==> src/rtl/bbac_pkg.sv <==
// ----------------------------------------------------------------------------
// bbac_pkg - shared definitions for the black border autocrop block
// Coordinate widths, request and register codes, and stream payload layout.
// ----------------------------------------------------------------------------
package bbac_pkg;

	localparam int COORD_BITS = 12;
	localparam int SIZE_BITS  = COORD_BITS + 1;

	localparam logic [23:0] COLOUR_MASK = 24'hFF_FFFF;

	localparam int PIX_BITS       = 32;
	localparam int SNAP_BITS      = 32;
	localparam int IN_DATA_BITS   = PIX_BITS + SNAP_BITS;
	localparam int IN_USER_BITS   = 1;
	localparam int CROP_BITS      = 2 * COORD_BITS + 2 * SIZE_BITS;
	localparam int OUT_DATA_BITS  = ((CROP_BITS + 7) / 8) * 8;
	localparam int OUT_USER_BITS  = 2;
	localparam int CFG_INDEX_BITS = 2;

	typedef enum logic [IN_USER_BITS-1:0] {
		REQ_PIXEL = 1'b0,
		REQ_CLEAR = 1'b1
	} req_t;

	typedef enum logic [CFG_INDEX_BITS-1:0] {
		REG_LEFT   = 2'd0,
		REG_TOP    = 2'd1,
		REG_WIDTH  = 2'd2,
		REG_HEIGHT = 2'd3
	} cfg_reg_t;

	// last member sits in the lowest bits
	typedef struct packed {
		logic [SIZE_BITS-1:0]  height;
		logic [SIZE_BITS-1:0]  width;
		logic [COORD_BITS-1:0] top;
		logic [COORD_BITS-1:0] left;
	} crop_t;

	typedef struct packed {
		logic from_cache;
		logic all_black;
	} crop_flags_t;

endpackage

==> src/rtl/black_border_autocrop.sv <==
// ----------------------------------------------------------------------------
// black_border_autocrop - bounding box of non-black pixels in a region
// Streams region pixels in raster order and reports the cropped rectangle.
// ----------------------------------------------------------------------------
// Pixels of the configured region arrive in raster order on the s_ stream, one
// per clock while s_tready is high; a pixel is black when its low 24 bits are
// zero. On the pixel request marked tlast the block sends one rectangle on the
// m_ stream: the bounding box of the non-black pixels in absolute coordinates,
// or the whole region with all_black set. A nonzero snapshot number caches the
// first rectangle and replays it (from_cache set) until a clear request
// (tuser = 1) arrives. Every request passes through the input register before
// it updates the box and loads the result register, which offers the result on
// the m_ stream. The block sustains one request per clock unless m_tready stalls
// the result register; the per-pixel compare and update of the box registers
// sets this rate. The user must write the region registers on the cfg port only
// while the stream is idle; the block itself does not enforce this.
module black_border_autocrop
	import bbac_pkg::*;
(
	input  logic                      clk,
	input  logic                      arst_n,
	input  logic                      cfg_valid,
	output logic                      cfg_ready,
	input  logic [CFG_INDEX_BITS-1:0] cfg_index,
	input  logic [SIZE_BITS-1:0]      cfg_data,
	input  logic                      s_tvalid,
	output logic                      s_tready,
	input  logic [IN_DATA_BITS-1:0]   s_tdata,   // pixel_value, snap_number
	input  logic [IN_USER_BITS-1:0]   s_tuser,   // req_type
	input  logic                      s_tlast,   // last_pixel
	output logic                      m_tvalid,
	input  logic                      m_tready,
	output logic [OUT_DATA_BITS-1:0]  m_tdata,   // crop_left, crop_top, crop_width, crop_height
	output logic [OUT_USER_BITS-1:0]  m_tuser    // all_black, from_cache
);

	logic [COORD_BITS-1:0] region_left_q, region_top_q;
	logic [SIZE_BITS-1:0]  region_width_q, region_height_q;

	logic                  valid_s1;
	req_t                  req_s1;
	logic [23:0]           pix_s1;
	logic                  last_s1;
	logic [SNAP_BITS-1:0]  snap_s1;

	logic [COORD_BITS-1:0] col_q, row_q;
	logic [COORD_BITS-1:0] min_col_q, max_col_q, min_row_q, max_row_q;
	logic                  any_q;
	logic                  cache_valid_q;
	crop_t                 cached_q;

	logic                  m_valid_q;
	crop_t                 crop_q;
	crop_flags_t           flags_q;

	logic                  advance, is_pix, hit, wrap, emit, snap_nz, use_cache;
	logic [SIZE_BITS-1:0]  col_inc;
	logic [COORD_BITS-1:0] min_col_n, max_col_n, min_row_n, max_row_n;
	logic                  any_n;
	crop_t                 res;
	crop_flags_t           res_flags;

	assign cfg_ready = 1'b1;

	always_ff @(posedge clk or negedge arst_n) begin
		if (!arst_n) begin
			region_left_q   <= '0;
			region_top_q    <= '0;
			region_width_q  <= SIZE_BITS'(1);
			region_height_q <= SIZE_BITS'(1);
		end else if (cfg_valid && cfg_ready) begin
			unique case (cfg_reg_t'(cfg_index))
				REG_LEFT:   region_left_q   <= cfg_data[COORD_BITS-1:0];
				REG_TOP:    region_top_q    <= cfg_data[COORD_BITS-1:0];
				REG_WIDTH:  region_width_q  <= cfg_data;
				REG_HEIGHT: region_height_q <= cfg_data;
				default: ;
			endcase
		end
	end

	// input register moves on whenever the result register has room
	assign advance  = valid_s1 && (!m_valid_q || m_tready);
	assign s_tready = !valid_s1 || advance;

	always_ff @(posedge clk or negedge arst_n) begin
		if (!arst_n) begin
			valid_s1 <= 1'b0;
		end else if (s_tready) begin
			valid_s1 <= s_tvalid;
		end
	end

	always_ff @(posedge clk) begin
		if (s_tvalid && s_tready) begin
			req_s1  <= req_t'(s_tuser);
			pix_s1  <= s_tdata[23:0];
			last_s1 <= s_tlast;
			snap_s1 <= s_tdata[PIX_BITS +: SNAP_BITS];
		end
	end

	always_comb begin
		is_pix    = advance && (req_s1 == REQ_PIXEL);
		hit       = |(pix_s1 & COLOUR_MASK);
		col_inc   = {1'b0, col_q} + SIZE_BITS'(1);
		wrap      = (col_inc >= region_width_q) || (col_q == {COORD_BITS{1'b1}});
		min_col_n = (hit && (col_q < min_col_q)) ? col_q : min_col_q;
		max_col_n = (hit && (col_q > max_col_q)) ? col_q : max_col_q;
		min_row_n = (hit && (row_q < min_row_q)) ? row_q : min_row_q;
		max_row_n = (hit && (row_q > max_row_q)) ? row_q : max_row_q;
		any_n     = any_q || hit;
		emit      = is_pix && last_s1;
		snap_nz   = |snap_s1;
		use_cache = snap_nz && cache_valid_q;

		if (use_cache) begin
			res       = cached_q;
			res_flags = '{from_cache: 1'b1, all_black: 1'b0};
		end else if (any_n) begin
			res.left   = region_left_q + min_col_n;
			res.top    = region_top_q + min_row_n;
			res.width  = {1'b0, max_col_n} - {1'b0, min_col_n} + SIZE_BITS'(1);
			res.height = {1'b0, max_row_n} - {1'b0, min_row_n} + SIZE_BITS'(1);
			res_flags  = '{from_cache: 1'b0, all_black: 1'b0};
		end else begin
			res.left   = region_left_q;
			res.top    = region_top_q;
			res.width  = region_width_q;
			res.height = region_height_q;
			res_flags  = '{from_cache: 1'b0, all_black: 1'b1};
		end
	end

	always_ff @(posedge clk or negedge arst_n) begin
		if (!arst_n) begin
			col_q         <= '0;
			row_q         <= '0;
			min_col_q     <= '1;
			max_col_q     <= '0;
			min_row_q     <= '1;
			max_row_q     <= '0;
			any_q         <= 1'b0;
			cache_valid_q <= 1'b0;
			cached_q      <= '0;
		end else if (advance) begin
			if (req_s1 == REQ_CLEAR) begin
				cache_valid_q <= 1'b0;
			end else if (emit) begin
				// rearm the scan for the next frame
				col_q     <= '0;
				row_q     <= '0;
				min_col_q <= '1;
				max_col_q <= '0;
				min_row_q <= '1;
				max_row_q <= '0;
				any_q     <= 1'b0;
				if (snap_nz && !cache_valid_q) begin
					cached_q      <= res;
					cache_valid_q <= 1'b1;
				end
			end else begin
				col_q     <= wrap ? '0 : col_inc[COORD_BITS-1:0];
				row_q     <= wrap ? row_q + COORD_BITS'(1) : row_q;
				min_col_q <= min_col_n;
				max_col_q <= max_col_n;
				min_row_q <= min_row_n;
				max_row_q <= max_row_n;
				any_q     <= any_n;
			end
		end
	end

	always_ff @(posedge clk or negedge arst_n) begin
		if (!arst_n) begin
			m_valid_q <= 1'b0;
		end else if (advance) begin
			m_valid_q <= emit;
		end else if (m_tready) begin
			m_valid_q <= 1'b0;
		end
	end

	always_ff @(posedge clk) begin
		if (emit) begin
			crop_q  <= res;
			flags_q <= res_flags;
		end
	end

	assign m_tvalid = m_valid_q;
	assign m_tdata  = OUT_DATA_BITS'(crop_q);
	assign m_tuser  = flags_q;

endmodule

==> config.mk <==
export PLATFORM = sky130hd
export DESIGN_NAME = black_border_autocrop
export DESIGN_NICKNAME = d
export VERILOG_FILES = /design/src/rtl/bbac_pkg.sv /design/src/rtl/black_border_autocrop.sv
export SDC_FILE = /design/constraint.sdc
export NUM_CORES = 1
export LEC_CHECK = 0
export BUFFER_PORTS_ARGS = -buffer_cell sky130_fd_sc_hd__buf_2
export CAP_MARGIN = 15
export CORE_ASPECT_RATIO = 0.7
export CORE_MARGIN = 1
export CORE_UTILIZATION = 43
export DETAILED_ROUTE_END_ITERATION = 8
export HOLD_SLACK_MARGIN = 0.15
export PLACE_DENSITY = 0.59
export SKIP_LAST_GASP = 1
export SLEW_MARGIN = 20
export SYNTH_ARGS = -nofsm -noshare
export SYNTH_HDL_FRONTEND = slang
export SYNTH_SLANG_ARGS = --single-unit
==> constraint.sdc <==
create_clock -name clk -period 5.2 [get_ports clk]
set_input_delay 0.26 -clock clk [delete_from_list [all_inputs] [get_ports clk]]
set_output_delay 0.26 -clock clk [all_outputs]
set_load 0.01 [all_outputs]
After elaboration in Yosys (flattened, before gate mapping)

Index checks and enable logic that the tools add are counted.

Bits in registers: 286
Latch bits: 0
Memory bits (writable): 0
Bits in read-only memories: 0
Word-level logic and storage cells: 99
Memories: 0

Add/sub/neg operators: 8
Multiply operators: 0
Div/mod/pow operators: 0
$lt $le $gt $ge: 5
Equal/unequal tests: 4
Shifts and indexed selects: 0
Multiplexer cells: 21
Bitwise gates (word level): 1
Reduce and logical (&&, ||, !) cells: 32

Operators by type and width:

| cell                  | count |
|---|---|
| $mux 12               | 12 |
| $mux 50               | 2 |
| $reduce_or 32->1      | 1 |
| $add 13x1->13 const B | 2 |
| $sub 12x12->13        | 2 |
| $add 12x12->12        | 2 |
| $gt 12x12->1          | 2 |
| $lt 12x12->1          | 2 |
| $reduce_or 24->1      | 1 |
| $add 12x1->13 const B | 1 |
| $ge 13x13->1          | 1 |
| $add 12x1->12 const B | 1 |
| $eq 12x12->1 const B  | 1 |
| $logic_and 1x1->1     | 10 |
| $reduce_and 2->1      | 5 |
| $reduce_bool 2->1     | 4 |
| $mux 1                | 7 |
| $reduce_and 3->1      | 2 |
| $eq 2x2->1 const B    | 2 |
| $logic_or 1x1->1      | 4 |
| $reduce_and 4->1      | 1 |
| $logic_not 1->1       | 3 |
| $eq 2x1->1 const B    | 1 |
| $logic_not 2->1       | 1 |
| $not 1->1             | 1 |

Logic depth before layout (Yosys ltp)

Gate-level depths: netlist of run 1.

Word-level depth: 7
Gate-level depth with buffers: 23
Gate-level depth less buffers: 22

Worst setup path after synthesis of run 1

OpenSTA, ideal clock, no wires.

Path type: register to register
Start point: reg min_row_q[7]
End point: reg crop_q, in the netlist m_tdata[48], data pin
Library setup time: 0.270 ns
Data arrival time: 4.331 ns
Required time: 4.930 ns
Setup slack: 0.598 ns
Cell stages (with the launch flop): 22
Buffers on the path: 1
Clock period less this slack: 4.602 ns
Cells stage by stage: dfstp_2 > inv_1 > ha_1 > nand2_1 > nor3_1 > o311ai_0 > o211ai_2 > clkbuf_1 > mux2_2 > ha_1 > inv_1 > ha_1 > inv_1 > fa_1 > nor2b_1 > o21ai_0 > a21oi_1 > a2111oi_0 > o31ai_1 > xor2_1 > mux2i_1 > a21oi_1

RTL lines:

| item                   | RTL line                     | source |
|---|---|---|
| from (decl)            | black_border_autocrop.sv:47  | `logic [COORD_BITS-1:0] min_col_q, max_col_q, min_row_q, max_row_q;` |
| from (signal assigned) | black_border_autocrop.sv:167 | `min_row_q <= min_row_n;` |
| to (signal assigned)   | black_border_autocrop.sv:186 | `crop_q <= res;` |
| to (decl)              | black_border_autocrop.sv:53  | `crop_t crop_q;` |

==> metrics.yaml, run 1 <==
yosys:
  ys_ff_latch: 286
  synthArstFlopShare: 0.615
  synth.area.top_cells: "dfrtp_1 (24%), edfxtp_1 (21%), ha_1 (10%), mux2_2 (5.8%), dfstp_2 (4.4%)"
  syn_inst: 1440
  syn_area_per_cell_um2: 10.8
  yosysWarnings: 0
  post-synth-top-area-fraction: 0.242
  synth.largest_area_cell: "dfrtp_1"
  synth_edf_count: 110
  netlist_area_um2: 15500
  synth_cell_types: 62
  ys_seq_area_frac: 0.499
  synth_ff_type: "dfrtp_1"
critical_path:
  crit_type: "flop to flop"
  arrival_ns: 5.25
  crit_required_ns: 5.48
  critPathLaunchType: "flop"
  crit_fanout: 17
  crit_path_end_kind: "flop"
final_layout:
  final_common_cell: "dfrtp_1"
  nFillCells: 3140
  nets: 1865
  multiInputGateArea_um2: 7120
  final_cell_mix: "dfrtp_1 (150), buf_2 (130), ha_1 (129), nand2_1 (114), o21ai_0 (113)"
  drive_gt1_frac: 0.207
  fin_area_um2: 18600
  syn_to_final_growth_pct: 19.9
  seqCellArea_um2: 7740
  final_util: 0.530
  antennaDiodeCount: 0
route:
  final_antenna_net_count: 0
  avgRoutedWirePerCell_um: 18.6
  routed_wl_um: 39800
  vias: 11400
  route.detailed.drc: 0
  initialDrtViolationCount: 690
  vias_per_cell: 5.34
  drtPass1Iterations: 5
sta:
  setup_ws_ns: 0.237
  finClkSkew_ns: 0.0140
  fin_crit_sh: 0.954
  slew_viol_final: 0
  worst_pin_slew_ns: 0.917
  fmax_ghz: 0.201
  setup_viol: 0
  relSlewSlack: 0.386
  hold_violations: 0
  rsz0062_at_grt: "true"
  min_period_ns: 4.96
clock_tree:
  cts_setup_buffers: 0
  clkTransAtPathRegs_ns: 0.06
  clock_latency_ns: 0.57
  cts_buffer_depth: 3
  clock-sinks: 286
  cts_tree: "yes"
  cts_max_level: 1
  cts-root-buf: "clkbuf_16"
  numCtsBuffers: 29
floorplan:
  ios: 147
  chipHeight_um: 161
  dieArea_um2: 36800
  die_w_um: 229
  core.rowCount: 57
  initial_core_util: 0.442
  core_um2: 35100
power:
  power_mw: 8.84
  p_leak_nw: 8.54
  ir_drop_uv: 259
  power.density_nw_per_um2: 476
global_route:
  grt_pass1_wl_um: 62500
  antenna_found_initial: 0
  grt_usage: 0.218
  grt_max_degree: 81
  grt_pass1_vias: 10900
  grt_overflow_total: 0
job:
  maxCapViolations: 0
placement:
  io_buffers: 131
  dp_hpwl_um: 28700
  place_ws_ns: 0.240
  place_area_um2: 16800
  gp_congestion: 0.891
hold_path:
  worstHoldPathType: "input port to async pin"
outcome:
  status: "completed"
report_power, final:
part / internal (mW) / leakage (nW) / switching [mW]
logic: 1.38 / 4.82 / 2.03
registers: 2.89 / 3.22 / 0.221
clock network: 1.40 / 0.499 / 0.910
sequential cells by signal, indices dropped and copies added (netlist names):
register / count
last_s1: 1
m_tvalid: 1
max_col_q: 12
region_top_q: 12
max_row_q: 12
snap_s1: 32
pix_s1: 24
m_tuser: 2
valid_s1: 1
min_row_q: 12
region_height_q: 13
cached_q: 50
region_width_q: 13
cache_valid_q: 1
row_q: 12
any_q: 1
min_col_q: 12
region_left_q: 12
col_q: 12
m_tdata: 50
req_s1: 1
timing repair:
action                     CTS  global route
hold endpoints to repair   175             0
setup endpoints to repair    0             2
gates resized for setup      0             2
hold buffers                75             0
synth_stat cells (all sizes together), types with 2 or more instances:
library cell  count
dfrtp           150
ha              129
nand2           114
o21ai           114
nor2            113
edfxtp          110
inv              96
a21oi            94
mux2             80
clkbuf           54
a22o             35
xor2             29
a21o             28
dfstp            26
buf              22
mux2i            22
o22a             22
nand3            20
xnor2            19
nand2b           17
nor4             16
and3             15
nor3             13
a31oi            11
o31ai            10
nand4             8
nor2b             7
o211ai            7
o21a              6
or3               6
a41oi             4
fa                4
o21bai            4
a2111oi           3
and2              3
nand3b            3
o22ai             3
or2               3
a211oi            2
a221o             2
a22oi             2
a31o              2
conb              2
o41ai             2
worst max-delay path, cell delays in order, from the launching register on:
cell and delay (ns):
edfxtp_1 0.37, nor4_1 0.45, nand4_1 0.26, or2_4 0.37, o311a_4 0.20, o21ai_0 0.60, ha_1 0.24, inv_1 0.04
ha_1 0.21, fa_1 0.40, a21o_1 0.18, a21oi_1 0.27, o211ai_1 0.19, a41oi_1 0.27, xor2_1 0.18, nor2_1 0.05
a21oi_1 0.27, a21oi_1 0.11
routing by layer:
metal	global-route usage	vias to the layer above	part of all wire
met5	0	-	0
met4	0.0506	0	0.022
met3	0.0400	49	0.057
met2	0.302	261	0.40
met1	0.348	5557	0.52
li1	-	5558	-
area by class of cell:
type | count | area share
clock inverters | 18 | 0.0153
flip-flops and latches | 286 | 0.417
well taps | 472 | 0.0318
clock buffers | 36 | 0.0415
inverters | 96 | 0.0194
repair buffers | 246 | 0.0922
multi-input cells | 987 | 0.383
cell families (layout without fill, tap and decap cells):
kind of cell | count (synthesis) | after routing | synth area share
AOI/OAI and AO/OA | 357 | 357 | 0.147
xor gates and xnor gates | 48 | 48 | 0.0271
adders and majority gates | 133 | 133 | 0.109
buffers and inverters | 172 | 396 | 0.0441
DFF | 286 | 286 | 0.499
muxes | 102 | 102 | 0.0732
other | 2 | 7 | 0.000485
and+or+nand+nor | 340 | 340 | 0.0989
worst paths after layout:
check / start / end / slack, ns / depth (start not counted)
setup reg to reg: pix_s1[12] / m_tdata[35] / 0.24 / 17
min in group clk: cfg_index[1] / region_left_q[4] / 0.33 / 4
setup / recovery: pix_s1[12] / m_tdata[35] / 0.24 / 17
hold / removal: arst_n / col_q[6] / 0.28 / 2
hold reg to reg: cached_q[33] / cached_q[33] / 0.48 / 2
max in group asynchronous: arst_n / cached_q[42] / 3.64 / 3
per-stage QoR:
step / instances / hold slack [ns] / setup TNS, ns
after floorplan: 1445 / -0.0356 / 0
after global placement: 2012 / 0.344 / 0
after detailed placement: 2012 / 0.350 / 0
after CTS: 2141 / 0.305 / 0
after global routing: 2141 / 0.316 / -0.0545
final: 2141 / 0.282 / 0
(Power assumes the default switching activity.)
==> inputs of run 2 (changes only) <==
--- a/config.mk
+++ b/config.mk
@@ -7,12 +7,14 @@
 export LEC_CHECK = 0
 export BUFFER_PORTS_ARGS = -buffer_cell sky130_fd_sc_hd__buf_2
 export CAP_MARGIN = 15
-export CORE_ASPECT_RATIO = 0.7
+export CELL_PAD_IN_SITES_DETAIL_PLACEMENT = 0
+export CELL_PAD_IN_SITES_GLOBAL_PLACEMENT = 1
+export CORE_ASPECT_RATIO = 1.1
 export CORE_MARGIN = 1
 export CORE_UTILIZATION = 43
 export DETAILED_ROUTE_END_ITERATION = 8
 export HOLD_SLACK_MARGIN = 0.15
-export PLACE_DENSITY = 0.59
+export PLACE_DENSITY = 0.72
 export SKIP_LAST_GASP = 1
 export SLEW_MARGIN = 20
 export SYNTH_ARGS = -nofsm -noshare
==> run 2 against run 1 <==
  * Count of clock-buffer cells in the layout down 4
  * Clock skew is 0.0029 ns higher
  * Sequential cell count unchanged
  * Cell count grew 0.65%
  * Power up 1.4%
  * Via count shrank 2.0%
  * Routed wire length shrank 6.2%
  * Highest routed layer unchanged
==> metrics.yaml, run 2 (same netlist as run 1, synthesis figures left out) <==
floorplan:
  dieArea_um2: 36800  # about the same
  initial_core_util: 0.439  # -0.00282
  core_um2: 35300  # +0.64%
  die_w_um: 183  # -20%
  core.rowCount: 72  # +26%
  chipHeight_um: 201  # +25%
  ios: 147  # unchanged
global_route:
  grt_max_degree: 81  # unchanged
  grt_overflow_total: 0  # unchanged
  grt_usage: 0.208  # -0.0107
  grt_pass1_wl_um: 60000  # -3.9%
  antenna_found_initial: 0  # unchanged
  grt_pass1_vias: 11100  # +1.6%
sta:
  setup_viol: 0  # unchanged
  tns_ns: 0  # unchanged
  min_period_ns: 4.78  # -0.180 ns
  relSlewSlack: 0.348  # -0.0381
  finClkSkew_ns: 0.0168  # +0.00289 ns
  hold_violations: 0  # unchanged
  slew_viol_final: 0  # unchanged
  rsz0062_at_grt: "false"
  worst_pin_slew_ns: 0.974  # +0.0569 ns
  fin_crit_sh: 0.920  # -0.0346
  fmax_ghz: 0.209  # +3.8%
power:
  power.density_nw_per_um2: 479  # +0.61%
  combPwrFrac: 0.371  # -0.015
  power.internal_mw: 5.89  # +3.9%
  p_leak_nw: 8.63  # +0.99%
  switching_share: 0.343  # -0.0156
  seqPwrFrac: 0.345  # -0.007
  power_mw: 8.96  # +1.4%
  power.share.clock: 0.283  # +0.021
  ir_drop_uv: 333  # +29%
  p_sw_mw: 3.07  # -3.0%
critical_path:
  critPathLaunchType: "flop"
  rr_startpoint: "max_col_q[5]"
  max_stage_delay_ns: 0.51  # -0.09 ns
  r2r_slack_ns: 0.42  # +0.18 ns
  reg2reg_depth: 21  # +4
  rr_endpoint: "m_tdata[35]"
  crit_fanout: 12  # -5
  critPathSlowestCell: "a221o_1"
  crit_required_ns: 5.47  # about the same
  worstPathCellList: "inv_1, ha_1, a21o_1, a21o_1, a21oi_1, o211ai_1, nand3_1, a221o_1, mux2i_1, ha_1, inv_1, ha_1, fa_1, a21o_1, a21oi_1, o211ai_1, a41oi_1, xor2_1, nor2_1, a21oi_1, a21oi_1"
  crit_type: "flop to flop"
  arrival_ns: 5.06  # -0.19 ns
  crit_path_end_kind: "flop"
  crit_top_cell: "a21oi_1"
placement:
  gp_congestion: 0.834  # -6.4%
  dp_hpwl_um: 26300  # -8.1%
  io_buffers: 131  # unchanged
route:
  routed_wl_um: 37300  # -6.2%
  drtPass1Iterations: 4  # -1
  initialDrtViolationCount: 588  # -15%
  route.detailed.drc: 0  # unchanged
  vias_per_cell: 5.20  # -2.6%
  vias: 11200  # -2.0%
  avgRoutedWirePerCell_um: 17.3  # -6.8%
  final_antenna_net_count: 0  # unchanged
final_layout:
  drive_gt1_frac: 0.209  # +0.00237
  final_cell_mix: "dfrtp_1 (150), buf_2 (130), ha_1 (129), nand2_1 (114)"
  antennaDiodeCount: 0  # unchanged
  syn_to_final_growth_pct: 20.9
  nets: 1869  # +0.21%
  final_common_cell: "dfrtp_1"
clock_tree:
  clock-sinks: 286  # unchanged
  numCtsBuffers: 31  # +6.9%
  cts_buffer_depth: 3  # unchanged
  clkTransAtPathRegs_ns: 0.06  # about the same
  cts_max_level: 1  # unchanged
  cts_tree: "yes"
  cts-root-buf: "clkbuf_16"
  clock_latency_ns: 0.57  # about the same
  cts_setup_buffers: 0  # unchanged
job:
  maxCapViolations: 0  # unchanged
hold_path:
  holdCritStartpoint: "cfg_index[1]"
  whs_endpoint: "region_left_q[1]"
  worstHoldPathType: "input port to flop"
  hold_path_depth: 3
outcome:
  status: "completed"
## run 2: cell types whose count changed in the layout (fill, tap and decap cells not counted), sizes merged
cell      delta
inv          +2
clkinvlp     -3
clkinv       +5
bufinv       +3
buf          +2
clkbuf       -4
## run 2: per-stage QoR
| step | worst slack (ns) | util | area, um^2 | std cells | hold WS [ns] |
|---|---|---|---|---|---|
| 4_1_cts | 0.261 | 0.530 | 18700 | 2155 | 0.237 |
| 6_report | 0.417 | 0.531 | 18700 | 2155 | 0.223 |
| 2_1_floorplan | 0.598 | - | 15500 | 1445 | -0.0356 |
| 3_3_place_gp | 0.284 | 0.476 | 16800 | 2023 | 0.355 |
| 3_5_place_dp | 0.247 | 0.476 | 16800 | 2023 | 0.354 |
| 5_1_grt | 0.0291 | 0.531 | 18700 | 2155 | 0.206 |
## run 2: power groups by stage
stage	registers, mW	logic [mW]	clock network [mW]
CTS	3.09	3.35	2.60
floorplan	3.13	2.25	0
detailed placement	3.14	3.29	0
global placement	3.12	3.23	0
global route	3.14	3.77	2.70
finish	3.10	3.33	2.54
## run 2: worst max-delay path, delay by kind of cell, from the launching register on
| kind | cells | cell delay (ns) |
|---|---|---|
| mux | 1 | 0.18 |
| compound gates | 11 | 2.31 |
| fa+ha+maj | 4 | 1.22 |
| xor+xnor | 1 | 0.17 |
| simple gates | 2 | 0.15 |
| flops | 1 | 0.37 |
| buf+inv | 2 | 0.09 |
## run 2: worst max-delay path by stage
stage	startpoint	to	slack, ns	cells past startpoint
3_3_place_gp	max_row_q[5]	m_tdata[48]	0.28	20
4_1_cts	max_row_q[5]	m_tdata[48]	0.26	20
3_5_place_dp	max_row_q[5]	m_tdata[48]	0.25	20
5_1_grt	max_row_q[5]	m_tdata[48]	0.03	23
6_report	max_col_q[5]	m_tdata[35]	0.42	21
2_1_floorplan	min_row_q[7]	m_tdata[48]	0.60	21
## run 2: metal layers
layer,vias to the layer above,share of wire,global-route usage
li1,5574,-,-
met1,5339,0.49,0.291
met2,237,0.45,0.333
met3,48,0.040,0.0297
met4,0,0.025,0.0619
met5,-,0,0
## run 2: timing repair
action / CTS / global route
hold buffers: 75 / 0
hold endpoints to repair: 187 / 0
gates resized for setup: 0 / 2
setup endpoints to repair: 0 / 1
## run 2: final cells by class
class	instances	area, um^2
well taps	481	602
clock buffers	32	779
multi-input cells	987	7130
inverters	96	360
clock inverters	25	397
fillers	3131	16600
repair buffers	248	1730
flip-flops and latches	286	7740
==> inputs of run 3 (changes only) <==
--- a/config.mk
+++ b/config.mk
@@ -5,7 +5,7 @@
 export SDC_FILE = /design/constraint.sdc
 export NUM_CORES = 1
 export LEC_CHECK = 0
-export BUFFER_PORTS_ARGS = -buffer_cell sky130_fd_sc_hd__buf_2
+export BUFFER_PORTS_ARGS = -buffer_cell sky130_fd_sc_hd__buf_4
 export CAP_MARGIN = 15
 export CELL_PAD_IN_SITES_DETAIL_PLACEMENT = 0
 export CELL_PAD_IN_SITES_GLOBAL_PLACEMENT = 1
==> run 3 against run 2 <==
  * First-iteration DRC count down 9.4%
  * Clock power about the same
  * Die area unchanged
  * Highest routed layer unchanged
==> metrics.yaml, run 3 (same netlist as run 1, synthesis figures left out) <==
sta:
  tns_ns: 0  # unchanged
  fmax_ghz: 0.204  # -2.6%
  finClkSkew_ns: 0.0145  # -0.00238 ns
  min_period_ns: 4.91  # +0.126 ns
  worst_pin_slew_ns: 1.02  # +0.0489 ns
  relSlewSlack: 0.318  # -0.0302
  slew_viol_final: 0  # unchanged
  hold_violations: 0  # unchanged
  fin_crit_sh: 0.944  # +0.0243
  rsz0062_at_grt: "false"
  setup_viol: 0  # unchanged
  worst_hold_slack_ns: 0.225  # +0.00241 ns
  setup_ws_ns: 0.291  # -0.126 ns
power:
  power.density_nw_per_um2: 472  # -1.5%
  ir_drop_uv: 233  # -30%
  p_leak_nw: 8.74  # +1.3%
  power_mw: 8.98  # +0.21%
final_layout:
  nets: 1869  # unchanged
  fin_area_um2: 19100  # +1.7%
  final_cell_mix: "buf_4 (169), dfrtp_1 (149), ha_1 (129), nand2_1 (114), o21ai_0 (113)"
  syn_to_final_growth_pct: 22.9
  drive_gt1_frac: 0.208  # -0.00144
  final_common_cell: "buf_4"
  antennaDiodeCount: 0  # unchanged
  final-instance-count-excl-fill: 2157  # +0.093%
  final_util: 0.540  # +0.00900
route:
  initialDrtViolationCount: 533  # -9.4%
  routed_wl_um: 37300  # -0.16%
  vias: 11200  # +0.13%
  vias_per_cell: 5.20  # about the same
  drtPass1Iterations: 5  # +1
  avgRoutedWirePerCell_um: 17.3  # -0.25%
  final_antenna_net_count: 0  # unchanged
  route.detailed.drc: 0  # unchanged
floorplan:
  die_w_um: 183  # unchanged
  chipHeight_um: 201  # unchanged
  initial_core_util: 0.439  # unchanged
  core.rowCount: 72  # unchanged
  dieArea_um2: 36800  # unchanged
  core_um2: 35300  # unchanged
  ios: 147  # unchanged
clock_tree:
  cts_setup_buffers: 0  # unchanged
  cts_max_level: 2  # +1
  clock-sinks: 286  # unchanged
  numCtsBuffers: 34  # +9.7%
  cts_buffer_depth: 3  # unchanged
  cts-root-buf: "clkbuf_16"
  clock_latency_ns: 0.52  # -0.05 ns
  cts_tree: "yes"
  clkTransAtPathRegs_ns: 0.06  # about the same
hold_path:
  hold_path_depth: 3  # unchanged
  worstHoldPathType: "input port to flop"
critical_path:
  crit_type: "flop to flop"
  r2r_slack_ns: 0.29  # -0.13 ns
  reg2reg_depth: 20  # -4.8%
  arrival_ns: 5.13  # +0.07 ns
  crit_required_ns: 5.42  # -0.05 ns
  crit_fanout: 12  # unchanged
  critPathLaunchType: "flop"
  crit_path_end_kind: "flop"
placement:
  gp_congestion: 0.837  # +0.41%
  dp_hpwl_um: 26700  # +1.3%
  place_area_um2: 17100  # +1.8%
  place_ws_ns: 0.295  # +0.0479 ns
  io_buffers: 131  # unchanged
  dpl.cell_count: 2020  # -0.15%
outcome:
  status: "completed"
global_route:
  grt_pass1_wl_um: 59700  # -0.62%
  antenna_found_initial: 0  # unchanged
  grt_overflow_total: 0  # unchanged
  grt_pass1_vias: 11000  # -0.61%
  grt_usage: 0.207  # -0.00103
  grt_max_degree: 84  # +3.7%
job:
  maxCapViolations: 0  # unchanged
## run 3: critical path: stages (launching register included)
cell and delay, ns:
dfrtp_1 0.45, ha_1 0.33, a21oi_1 0.14, o22ai_1 0.10
o21ai_0 0.28, o211ai_1 0.17, nand3_1 0.11, a221o_1 0.50
mux2i_1 0.18, ha_1 0.30, inv_1 0.04, ha_1 0.22
fa_1 0.40, a21o_1 0.21, a21oi_1 0.19, o211ai_1 0.16
a41oi_1 0.30, xor2_1 0.17, nor2_1 0.05, a21oi_1 0.22
a21oi_1 0.10
## run 3: where the power goes
part	switching, mW	leakage [nW]	internal, mW
Clock	0.952	0.586	1.57
Combinational	1.89	4.94	1.45
Sequential	0.219	3.22	2.89
Total	3.07	8.74	5.92
## run 3: repair_timing
action,4_1_cts,5_1_grt
gates resized for setup,0,2
endpoints found under the hold margin,188,0
hold buffers,75,0
setup endpoints to repair,0,1
## run 3: path summary, 6_finish.rpt
| kind | start | endpoint |
|---|---|---|
| max | col_q[2] | m_tdata[35] |
| min | cfg_index[0] | region_left_q[8] |
| max reg2reg | col_q[2] | m_tdata[35] |
| min reg2reg | cached_q[33] | cached_q[33] |
| max in group asynchronous | arst_n | col_q[5] |
| min in group asynchronous | arst_n | cached_q[39] |
## run 3: routing by layer
metal | wire (um) | up-vias | global-route usage | share of wire
met4 | 1080 | 0 | 0.0667 | 0.029
met3 | 1600 | 51 | 0.0290 | 0.043
met2 | 16800 | 263 | 0.323 | 0.45
li1 | - | 5562 | - | -
met1 | 17800 | 5337 | 0.295 | 0.48
met5 | 0 | - | 0 | 0
## run 3: layout make-up
type	instances	area, um^2
clock inverters	17	214
repair buffers	245	2030
well taps	481	602
clock buffers	45	976
inverters	96	360
multi-input cells	987	7130
fillers	3098	16300
flip-flops and latches	286	7740
